File: config.mk
export PLATFORM = sky130hd
export DESIGN_NAME = telnet_receive_filter_naws_unit
export DESIGN_NICKNAME = d
export VERILOG_FILES = /design/src/rtl/tnf_pkg.sv /design/src/rtl/telnet_receive_filter_naws_unit.sv /design/src/rtl/tnf_parser.sv
export SDC_FILE = /design/constraint.sdc
export NUM_CORES = 1
export LEC_CHECK = 0
export ABC_AREA = 1
export BUFFER_PORTS_ARGS = -buffer_cell sky130_fd_sc_hd__buf_4
export CORE_UTILIZATION = 59
export DETAILED_ROUTE_END_ITERATION = 6
export PLACE_DENSITY = 0.81
export SYNTH_ARGS = -nofsm -noshare
export SYNTH_HDL_FRONTEND = slang
export SYNTH_SLANG_ARGS = --single-unit
File: constraint.sdc
create_clock -name clk_i -period 4.7 [get_ports clk_i]
set_input_delay 0.47 -clock clk_i [delete_from_list [all_inputs] [get_ports clk_i]]
set_output_delay 0.47 -clock clk_i [all_outputs]
set_load 0.02 [all_outputs]
File: src/rtl/tnf_pkg.sv
// tnf_pkg: shared types and constants for the telnet receive filter
// no dependencies
`default_nettype none

package tnf_pkg;

  localparam logic [7:0] TnIac  = 8'd255;
  localparam logic [7:0] TnDont = 8'd254;
  localparam logic [7:0] TnDo   = 8'd253;
  localparam logic [7:0] TnWont = 8'd252;
  localparam logic [7:0] TnWill = 8'd251;
  localparam logic [7:0] TnSb   = 8'd250;
  localparam logic [7:0] TnSe   = 8'd240;
  localparam logic [7:0] TnNaws = 8'd31;

  typedef enum logic [3:0] {
    ST_DATA   = 4'd0,
    ST_OPTION = 4'd1,
    ST_SUB    = 4'd2,
    ST_SUBIAC = 4'd3,
    ST_COLHI  = 4'd4,
    ST_COLLO  = 4'd5,
    ST_ROWHI  = 4'd6,
    ST_ROWLO  = 4'd7,
    ST_IAC    = 4'd8
  } parse_state_e;

  typedef enum logic {
    KIND_DATA = 1'b0,
    KIND_SIZE = 1'b1
  } kind_e;

  typedef struct packed {
    logic [7:0] rx_byte;
    logic       last_of_chunk;
  } tnf_in_t;

  typedef struct packed {
    logic       kind;
    logic [7:0] data_byte;
    logic [7:0] columns;
    logic [7:0] rows;
  } tnf_out_t;

  typedef struct packed {
    logic     valid;
    tnf_out_t beat;
  } tnf_res_t;

endpackage

`default_nettype wire

File: src/rtl/telnet_receive_filter_naws_unit.sv
// an accepted byte is held in in_q, parsed, and its result beat registered in out_q
// throughput: one byte per cycle unless out_ready_i stalls the single parse stage
// bytes that cause no result (commands, options, subnegotiation) still go through parsing
// reset: rst_ni low clears the parse state, captured size, pending flag and both valids
// depends on tnf_pkg and tnf_parser
`default_nettype none

module telnet_receive_filter_naws_unit (
  input  wire logic              clk_i,
  input  wire logic              rst_ni,
  input  wire logic              in_valid_i,
  output logic                   in_ready_o,
  input  wire tnf_pkg::tnf_in_t  in_data_i,
  output logic                   out_valid_o,
  input  wire logic              out_ready_i,
  output tnf_pkg::tnf_out_t      out_data_o
);

  logic              in_valid_q;
  tnf_pkg::tnf_in_t  in_q;
  logic              out_valid_q;
  tnf_pkg::tnf_out_t out_q;
  logic              fire;
  tnf_pkg::tnf_res_t res;

  assign fire       = in_valid_q && (!out_valid_q || out_ready_i);
  assign in_ready_o = !in_valid_q || fire;

  always_ff @(posedge clk_i or negedge rst_ni) begin
    if (!rst_ni) begin
      in_valid_q <= 1'b0;
    end else if (in_ready_o) begin
      in_valid_q <= in_valid_i;
    end
  end

  always_ff @(posedge clk_i) begin
    if (in_ready_o && in_valid_i) begin
      in_q <= in_data_i;
    end
  end

  tnf_parser u_parser (
    .clk_i     (clk_i),
    .rst_ni    (rst_ni),
    .fire_i    (fire),
    .rx_byte_i (in_q.rx_byte),
    .res_o     (res)
  );

  always_ff @(posedge clk_i or negedge rst_ni) begin
    if (!rst_ni) begin
      out_valid_q <= 1'b0;
    end else if (fire) begin
      out_valid_q <= res.valid;
    end else if (out_ready_i) begin
      out_valid_q <= 1'b0;
    end
  end

  always_ff @(posedge clk_i) begin
    if (fire && res.valid) begin
      out_q <= res.beat;
    end
  end

  assign out_valid_o = out_valid_q;
  assign out_data_o  = out_q;

`ifndef SYNTHESIS
  a_no_fire_when_blocked: assert property (@(posedge clk_i) disable iff (!rst_ni)
    (out_valid_q && !out_ready_i) |-> !fire)
    else $error("parse stage advanced into a full output register");
  a_stage_holds: assert property (@(posedge clk_i) disable iff (!rst_ni)
    (in_valid_q && !fire) |=> (in_valid_q && $stable(in_q)))
    else $error("stalled input stage lost its beat");
  a_out_from_fire: assert property (@(posedge clk_i) disable iff (!rst_ni)
    (!out_valid_q && !fire) |=> !out_valid_q)
    else $error("output beat appeared without a parse step");
`endif

endmodule

`default_nettype wire

File: src/rtl/tnf_parser.sv
// tnf_parser: telnet parse state, window-size capture and per-byte result logic
// depends on tnf_pkg
`default_nettype none

module tnf_parser (
  input  wire logic             clk_i,
  input  wire logic             rst_ni,
  input  wire logic             fire_i,
  input  wire logic [7:0]       rx_byte_i,
  output tnf_pkg::tnf_res_t     res_o
);

  tnf_pkg::parse_state_e state_q, state_d;
  logic [7:0] cols_q, cols_d;
  logic [7:0] rows_q, rows_d;
  logic       pend_q, pend_d;

  always_ff @(posedge clk_i or negedge rst_ni) begin
    if (!rst_ni) begin
      state_q <= tnf_pkg::ST_DATA;
      cols_q  <= 8'd0;
      rows_q  <= 8'd0;
      pend_q  <= 1'b0;
    end else if (fire_i) begin
      state_q <= state_d;
      cols_q  <= cols_d;
      rows_q  <= rows_d;
      pend_q  <= pend_d;
    end
  end

  always_comb begin
    state_d = state_q;
    cols_d  = cols_q;
    rows_d  = rows_q;
    pend_d  = pend_q;
    res_o   = '0;
    unique case (state_q)
      tnf_pkg::ST_IAC: begin
        if (rx_byte_i == tnf_pkg::TnDo || rx_byte_i == tnf_pkg::TnDont ||
            rx_byte_i == tnf_pkg::TnWill || rx_byte_i == tnf_pkg::TnWont) begin
          state_d = tnf_pkg::ST_OPTION;
        end else if (rx_byte_i == tnf_pkg::TnSb) begin
          state_d = tnf_pkg::ST_SUB;
        end else if (rx_byte_i == tnf_pkg::TnIac) begin
          res_o.valid          = 1'b1;
          res_o.beat.kind      = tnf_pkg::KIND_DATA;
          res_o.beat.data_byte = tnf_pkg::TnIac;
          state_d = tnf_pkg::ST_DATA;
        end else begin
          state_d = tnf_pkg::ST_DATA;
        end
      end
      tnf_pkg::ST_OPTION: begin
        state_d = tnf_pkg::ST_DATA;
      end
      tnf_pkg::ST_SUB: begin
        if (rx_byte_i == tnf_pkg::TnIac) begin
          state_d = tnf_pkg::ST_SUBIAC;
        end else if (rx_byte_i == tnf_pkg::TnNaws) begin
          state_d = tnf_pkg::ST_COLHI;
        end
      end
      tnf_pkg::ST_SUBIAC: begin
        if (pend_q) begin
          pend_d             = 1'b0;
          res_o.valid        = 1'b1;
          res_o.beat.kind    = tnf_pkg::KIND_SIZE;
          res_o.beat.columns = cols_q;
          res_o.beat.rows    = rows_q;
        end
        state_d = (rx_byte_i == tnf_pkg::TnSe) ? tnf_pkg::ST_DATA : tnf_pkg::ST_SUB;
      end
      tnf_pkg::ST_COLHI: begin
        state_d = (rx_byte_i != 8'd0) ? tnf_pkg::ST_SUBIAC : tnf_pkg::ST_COLLO;
      end
      tnf_pkg::ST_COLLO: begin
        cols_d  = rx_byte_i;
        state_d = tnf_pkg::ST_ROWHI;
      end
      tnf_pkg::ST_ROWHI: begin
        if (rx_byte_i != 8'd0) begin
          state_d = tnf_pkg::ST_SUBIAC;
        end else begin
          pend_d  = 1'b1;
          state_d = tnf_pkg::ST_ROWLO;
        end
      end
      tnf_pkg::ST_ROWLO: begin
        rows_d  = rx_byte_i;
        state_d = tnf_pkg::ST_SUB;
      end
      default: begin
        if (rx_byte_i == tnf_pkg::TnIac) begin
          state_d = tnf_pkg::ST_IAC;
        end else begin
          res_o.valid          = 1'b1;
          res_o.beat.kind      = tnf_pkg::KIND_DATA;
          res_o.beat.data_byte = rx_byte_i;
          state_d = tnf_pkg::ST_DATA;
        end
      end
    endcase
  end

`ifndef SYNTHESIS
  a_report_src: assert property (@(posedge clk_i) disable iff (!rst_ni)
    (res_o.valid && res_o.beat.kind == tnf_pkg::KIND_SIZE) |->
      (state_q == tnf_pkg::ST_SUBIAC && pend_q))
    else $error("size report outside pending subnegotiation iac");
  a_cols_capture: assert property (@(posedge clk_i) disable iff (!rst_ni)
    (fire_i && state_q == tnf_pkg::ST_COLLO) |=> (cols_q == $past(rx_byte_i)))
    else $error("columns not captured");
  a_pend_set: assert property (@(posedge clk_i) disable iff (!rst_ni)
    (fire_i && state_q == tnf_pkg::ST_ROWHI && rx_byte_i == 8'd0) |=>
      (pend_q && state_q == tnf_pkg::ST_ROWLO))
    else $error("pending flag not set on rows high byte");
`endif

endmodule

`default_nettype wire

### After elaboration in Yosys (flattened, before gate mapping)

Cells that the tools add are included.

* shift operators: 0
* bitwise gates (word level): 0
* equal/unequal tests: 18
* reductions and logical operators: 20
* muxes and demuxes: 20
* add/sub/neg operators: 0
* $mul: 0
* order comparisons: 0
* divide/modulo/power cells: 0

Operators with widths (number)
* equality test 8 bit, second input constant: 7
* 2-to-1 mux 10 bit: 4
* one-hot mux 4 bit (8 select lines): 1
* equality test 4 x 3 -> 1 bit, second input constant: 4
* 2-to-1 mux 4 bit: 4
* one-hot mux 8 bit (2 select lines): 1
* equality test 4 x 2 -> 1 bit, second input constant: 2
* equality test 8 x 5 -> 1 bit, second input constant: 1
* AND reduction 2 bit: 4
* nonzero test 8 bit: 1
* OR reduction 7 bit: 1
* 2-to-1 mux 2 bit: 3
* 2-to-1 mux 3 bit: 2
* one-hot mux 2 bit (3 select lines): 1
* OR reduction 6 bit: 1
* logical OR 1 bit: 5
* equality test 4 x 1 -> 1 bit, second input constant: 1
* equality test 4 bit, second input constant: 1
* nonzero test 2 bit: 2
* logical AND 1 bit: 3
* 2-to-1 mux 1 bit: 3
* != test 3 x 1 -> 1 bit, second input constant: 1
* AND reduction 3 bit: 1
* logical NOT 1 bit: 2
* other kinds (2): 2

* word-level logic and storage cells: 69
* RAM bits: 0
* ROM bits: 0
* bits of input ports: 13
* memories: 0
* output and inout port bits: 27
* bits in latches: 0
* register bits after elaboration: 56

### Depth between registers and ports, before layout

Gate-level depths: netlist (run 1).

* word-level depth: 7
* depth in mapped cells: 9
* mapped depth without buffers: 9

### Hierarchy

From an unflattened synthesis (run 1), not the netlist that was laid out.

* cells, all modules: 235
* area total of the unflattened synthesis: 2434.8 µm²

Modules (own cells, without submodules)
* tnf_parser: instances 1, cells an instance 187, seq. area each 525.5 µm², area an instance 1337.5 µm²
* telnet_receive_filter_naws_unit: instances 1, cells an instance 48, seq. area each 1041.0 µm², area an instance 1097.3 µm²

### Least setup slack after synthesis (run 1)

OpenSTA, ideal clock, no wires.

* kind: register to register
* start: register u_parser.state_q[0]
* end: register out_q, in the netlist out_data_o[0] (enable)
* arrival: 1553 ps
* data required time: 4320 ps
* library setup time: 380 ps
* clock period less this slack: 1933 ps
* path buffers: 0
* path slack: 2767 ps
* stages on the path, launching flop included: 10
* path through: dfrtp_1 > inv_1 > nand2_1 > nor2_1 > inv_2 > nand2_2 > inv_2 > nand2_1 > nand3_2 > inv_1

* longest elaborated chain between the ends: 4
* elaborated cells between the ends (all ways): 11
* classes of those cells: 8 x eq/ne; 1 x mux; 2 x reduce/logical

Ends and longest elaborated chain
* start, declared: RTL line tnf_parser.sv:13 `tnf_pkg::parse_state_e state_q, state_d;`
* start signal, assigned: RTL line tnf_parser.sv:20 `state_q <= tnf_pkg::ST_DATA;`
* start signal, assigned: RTL line tnf_parser.sv:25 `state_q <= state_d;`
* equality test 4 x 1 -> 1 bit, or another cell as far along: RTL line tnf_parser.sv:38 `unique case (state_q)`
* OR reduction 6 bit (no line)
* one-hot mux 2 bit (3 select lines) (*): RTL line tnf_parser.sv:38
* logical AND 1 bit (*): RTL line telnet_receive_filter_naws_unit.sv:62 `if (fire && res.valid) begin`
* end signal, assigned: RTL line telnet_receive_filter_naws_unit.sv:63 `out_q <= res.beat;`
* end, declared: RTL line telnet_receive_filter_naws_unit.sv:22 `tnf_pkg::tnf_out_t out_q;`

Every way passes the cells marked *; elsewhere a longest branch is shown, timed or not.
A chain may end at the register's enable or synchronous reset.

### Final worst setup path (run 1)

* start: register u_parser.state_q[2]
* end: register out_q, in the netlist out_data_o[23] (enable)

Same word-level chain as after synthesis.

==> results of run 1 <==
per-stage QoR:
stage          cell area (um^2)  worst slack [ns]
2_1_floorplan              2430              2.77
3_3_place_gp               2730              2.37
3_5_place_dp               2730              2.31
4_1_cts                    2840              2.28
5_1_grt                    2840              2.13
6_report                   2840              2.34
path summary, 6_finish.rpt:
| kind | from | endpoint | depth (start not counted) |
|---|---|---|---|
| max | u_parser.state_q[2] | out_data_o[23] | 7 |
| min | rst_ni | u_parser.rows_q[7] | 1 |
| max reg2reg | u_parser.state_q[2] | out_data_o[23] | 7 |
| min reg2reg | u_parser.cols_q[4] | u_parser.cols_q[4] | 2 |
| max in group asynchronous | rst_ni | u_parser.cols_q[4] | 1 |
| min in group clk_i | in_data_i[3] | in_q[3] | 1 |
worst max-delay path, delay by kind of cell (launching register included):
family	cells	cell delay, ns
buf+inv	2	0.80
simple gates	5	0.75
flops	1	0.41
cell usage after synthesis (all sizes together):
master  number
nand3       11
nand2       55
dfrtp       23
buf          4
clkinv       1
nand4        1
inv         38
o21ai       32
a21oi        1
edfxtp      33
nor2        33
or2          1
state kept, by name, summed over array words and instances (netlist names):
name	cells
in_valid_q	1
in_q	8
u_parser.rows_q	8
out_valid_o	1
u_parser.cols_q	8
out_data_o	25
u_parser.pend_q	1
u_parser.state_q	4
metal layers:
metal / routed length, um / part of all wire [%] / track usage [%] / vias up
met2: 1900 / 47 / 35.3 / 50
met1: 1790 / 45 / 25.9 / 729
met3: 187 / 4.7 / 5.00 / 11
met5: 0 / 0 / 0 / -
li1: - / - / - / 828
met4: 134 / 3.3 / 13.8 / 0
power by group:
part	internal, mW	leakage, nW	switching [mW]	total (mW)
clock network	0.158	0.0558	0.150	0.308
logic	0.182	0.545	0.319	0.501
registers	0.699	0.633	0.0647	0.764
area by class of cell:
type                    count  area (um^2)  area share [%]
clock buffers               5         68.8            2.42
clock inverters             3         42.5            1.50
inverters                  39          146            5.15
multi-input cells         134          672            23.6
flip-flops and latches     56         1570            55.1
well taps                  48         60.1            2.11
repair buffers             38          285            10.0
cell families after synthesis:
kind of cell | after synthesis
and+or+nand+nor | 101
DFF | 56
buffers and inverters | 43
AOI/OAI and AO/OA | 33
==> qor.yml, run 1 <==
outcome: "finished, final reports clean"
routedWlPerCell_um: 12.4
synth_area_um2: 2430
grtUsageTotal_pct: 21.7
overflow: 0
place.port_buffers: 38
slew_violations: 0
ir_worst_vdd_uv: 325
drc: 0
avgSynthCellArea_um2: 10.4
grt_pass1_vias: 1497
grt_pass1_wl_um: 6680
fmax_mhz: 424
diodes: 0
dr.pass1.iters: 5
dpl.hpwl_um: 2920
gp_congestion: 0.890
cp_slowest_cell: "inv_1"
drt-total-wl_um: 4010
hold_class: "input pin to async pin"
syn2layout_area_growth_pct: 16.8
syn-instance-count: 233
yosysUniqueCellTypes: 22
path_clk_slew_ns: 0.10
clock_latency_ns: 0.31
place_inst: 315
start_util_pct: 64.0
crit_path_end_kind: "flop"
crit_type: "flop to flop"
yosysSeqAreaShare_pct: 64.4
cp-start-kind: "flop"
fill_cells: 268
vias_per_cell: 5.01
finalHoldViolations: 0
skew_ns: 0.00856
crit_chain: "inv_1 > nand2_1 > nor2_4 > nand2_2 > nand3_1 > nand3_2 > inv_1"
p_leak_nw: 1.23
cp.arrival_ns: 2.29
drt_iter0_markers: 168
yosysTopAreaCell: "edfxtp_1"
post_cts_buffers: 0
htree_num_levels: 2
hold_buffers: 0
clk_path_buf_depth: 2
grt_antenna_before_repair: 0
cp.required_ns: 4.63
num_vias: 1618
fp.dieH_um: 66.2
pwr_density_cell_nw_per_um2: 554
utilization_pct: 74.8
synth-adder-area-share_pct: 0
die_area_um2: 4380
synth_top_family_by_area: "simple AND/OR/NAND/NOR gates"
critPathMostFrequentCell: "inv_1"
io_pins: 40
ctsResizeCount: 0
cts_buffers: 5
drive_gt1_share_pct: 28.7
root_buffer: "clkbuf_8"
min_period_ns: 2.36
setup_tns_ns: 0
slowest_delay_ns: 0.70
yosysWarnings: 0
fin_nets: 287
coreArea_um2: 3800
antenna_left: 0
slew_headroom_pct: 35.6
cts_tree: "built"
grt_max_degree: 26
finalPower_mw: 1.57
timing.final.crit_share_pct: 50.2
worst_pin_slew_ns: 0.965
instances_no_fill: 323
rsz0062_at_grt: "no"
muxShareOfSynthArea_pct: 0
rrSetupSlack_ns: 2.34
die_w_um: 66.2
final_cell_mix: "nand2_1, buf_4, edfxtp_1"
critPathMaxFanout: 25
cap_violations: 0
final_common_cell: "nand2_1"
row_count: 22
cts_sinks: 56
synth_xor_area_share_pct: 0
ys_top_cells_by_area: "edfxtp_1, dfrtp_1, nand2_1"
synth_seq_cells: 56
synth_nets: 246
setup_viol: 0
synthDominantCellAreaShare_pct: 40.7
synth_compound_area_share_pct: 8.18
holdWs_ns: 0.0351
synth_simple_gate_area_share_pct: 19.4
(Power assumes the default switching activity.)
==> inputs of run 2 (changes only) <==
Settings changed: CORE_UTILIZATION 59 to 50, PLACE_DENSITY 0.81 to 0.73.
Clock period 4.7 ns to 1.9 ns, I/O delays scaled along.
==> run 2 against run 1 <==
  * Global-route usage decreased by 5.1 points
  * Clock skew shrank 0.0018 ns
  * Core utilization is 14 points lower
  * Clock power up 100%
  * Critical endpoint is now out_data_o[10]
  * Largest power group unchanged
==> qor.yml, run 2 (synthesis results as in run 1) <==
outcome: "finished, final reports clean"
critical_path.startpoint: "u_parser.state_q[0]"
rsz0062_at_grt: "no"
fin_area_um2: 2870
r2r_end: "out_data_o[10]"
largest_register_ffs: 25
clock_latency_ns: 0.31
grtUsageTotal_pct: 16.6
grt_max_degree: 26
worst_pin_slew_ns: 0.701
cts_sinks: 56
antenna_left: 0
fmax_mhz: 585
crit_path_end: "out_data_o[10]"
skew_ns: 0.00680
diodes: 0
final_common_cell: "nand2_1"
overflow: 0
place.port_buffers: 38
setup_tns_ns: 0
cap_violations: 0
io_pins: 40
die_area_um2: 5150
cp-start-kind: "flop"
p_leak_nw: 1.23
num_vias: 1613
slew_violations: 0
ir_worst_vdd_uv: 670
dr.pass1.iters: 4
coreArea_um2: 4690
hold_class: "input pin to flop"
fp.dieH_um: 71.7
cp.required_ns: 1.92
final_cell_mix: "nand2_1, buf_4, edfxtp_1"
min_period_ns: 1.71
die_w_um: 71.7
setup_viol: 0
drc: 0
slew_headroom_pct: 53.3
drt-total-wl_um: 3750
root_buffer: "clkbuf_8"
pwr_density_cell_nw_per_um2: 1320
r2r_cells: 10
vias_per_cell: 4.84
htree_num_levels: 2
timing.final.crit_share_pct: 90.0
grt_pass1_wl_um: 6430
post_cts_buffers: 0
rrSetupSlack_ns: 0.19
utilization_pct: 61.2
syn2layout_area_growth_pct: 18.1
cts_tree: "built"
drive_gt1_share_pct: 29.7
fin_nets: 291
path_clk_slew_ns: 0.09
fill_cells: 411
finalHoldViolations: 0
drt_iter0_markers: 129
place_area_um2: 2780
fin_ws_ns: 0.190
crit_type: "flop to flop"
grt_pass1_vias: 1410
row_count: 25
clk_path_buf_depth: 2
timing.rr.start: "u_parser.state_q[0]"
start_util_pct: 51.8
dpl.hpwl_um: 2820
cp.arrival_ns: 1.73
cts_buffers: 5
pre_cts_ws_ns: 0.144
finalPower_mw: 3.79
critPathMaxFanout: 25
grt_antenna_before_repair: 0
crit_path_end_kind: "flop"
gp_congestion: 0.802
routedWlPerCell_um: 11.3
[run 2: worst max-delay path, stage by stage (launching register included)]
cell,delay [ns]
dfrtp_1,0.43
inv_1,0.09
nand2_1,0.09
nor2_2,0.16
inv_2,0.06
nand2_2,0.08
inv_2,0.04
nand2_1,0.08
nand3_2,0.12
clkinvlp_4,0.10
buf_12,0.17
[run 2: metal layers]
| layer | global-route usage, % | part of all wire (%) | vias up |
|---|---|---|---|
| met4 | 6.10 | 1.7 | 0 |
| met3 | 4.64 | 5.1 | 8 |
| met2 | 26.6 | 46 | 50 |
| li1 | - | - | 833 |
| met1 | 21.8 | 47 | 722 |
| met5 | 0 | 0 | - |
[run 2: layout make-up]
class	count	area (um^2)	share of cell area, %
clock inverters	2	11.3	0.392
well taps	54	67.6	2.35
flip-flops and latches	56	1570	54.5
clock buffers	6	72.6	2.53
repair buffers	42	330	11.5
multi-input cells	134	674	23.5
inverters	39	150	5.23
[run 2: worst min path at each step]
stage / from / end / slack, ns / cells past startpoint
global placement: rst_ni / u_parser.pend_q / 0.10 / 1
global route: in_data_i[3] / in_q[3] / 0.04 / 1
finish: in_data_i[3] / in_q[3] / 0.05 / 1
CTS: in_data_i[3] / in_q[3] / 0.05 / 1
detailed placement: rst_ni / u_parser.rows_q[2] / 0.10 / 1
floorplan: rst_ni / in_valid_q / -0.11 / 0
[run 2: per-stage QoR]
stage | hold WS, ns | std cells
after CTS | 0.0468 | 333
after floorplan | -0.106 | 233
after global routing | 0.0398 | 333
after detailed placement | 0.102 | 324
final | 0.0530 | 333
after global placement | 0.105 | 324
[run 2: what timing repair did]
action / 4_1_cts / 5_1_grt
hold endpoints to repair: 23 / 0
hold buffers: 1 / 0
resized for setup: 0 / 1
setup endpoints to repair: 0 / 25
[run 2: power breakdown]
group	internal, mW	switching, mW
clock network	0.256	0.366
logic	0.499	0.799
registers	1.72	0.148
total	2.48	1.31
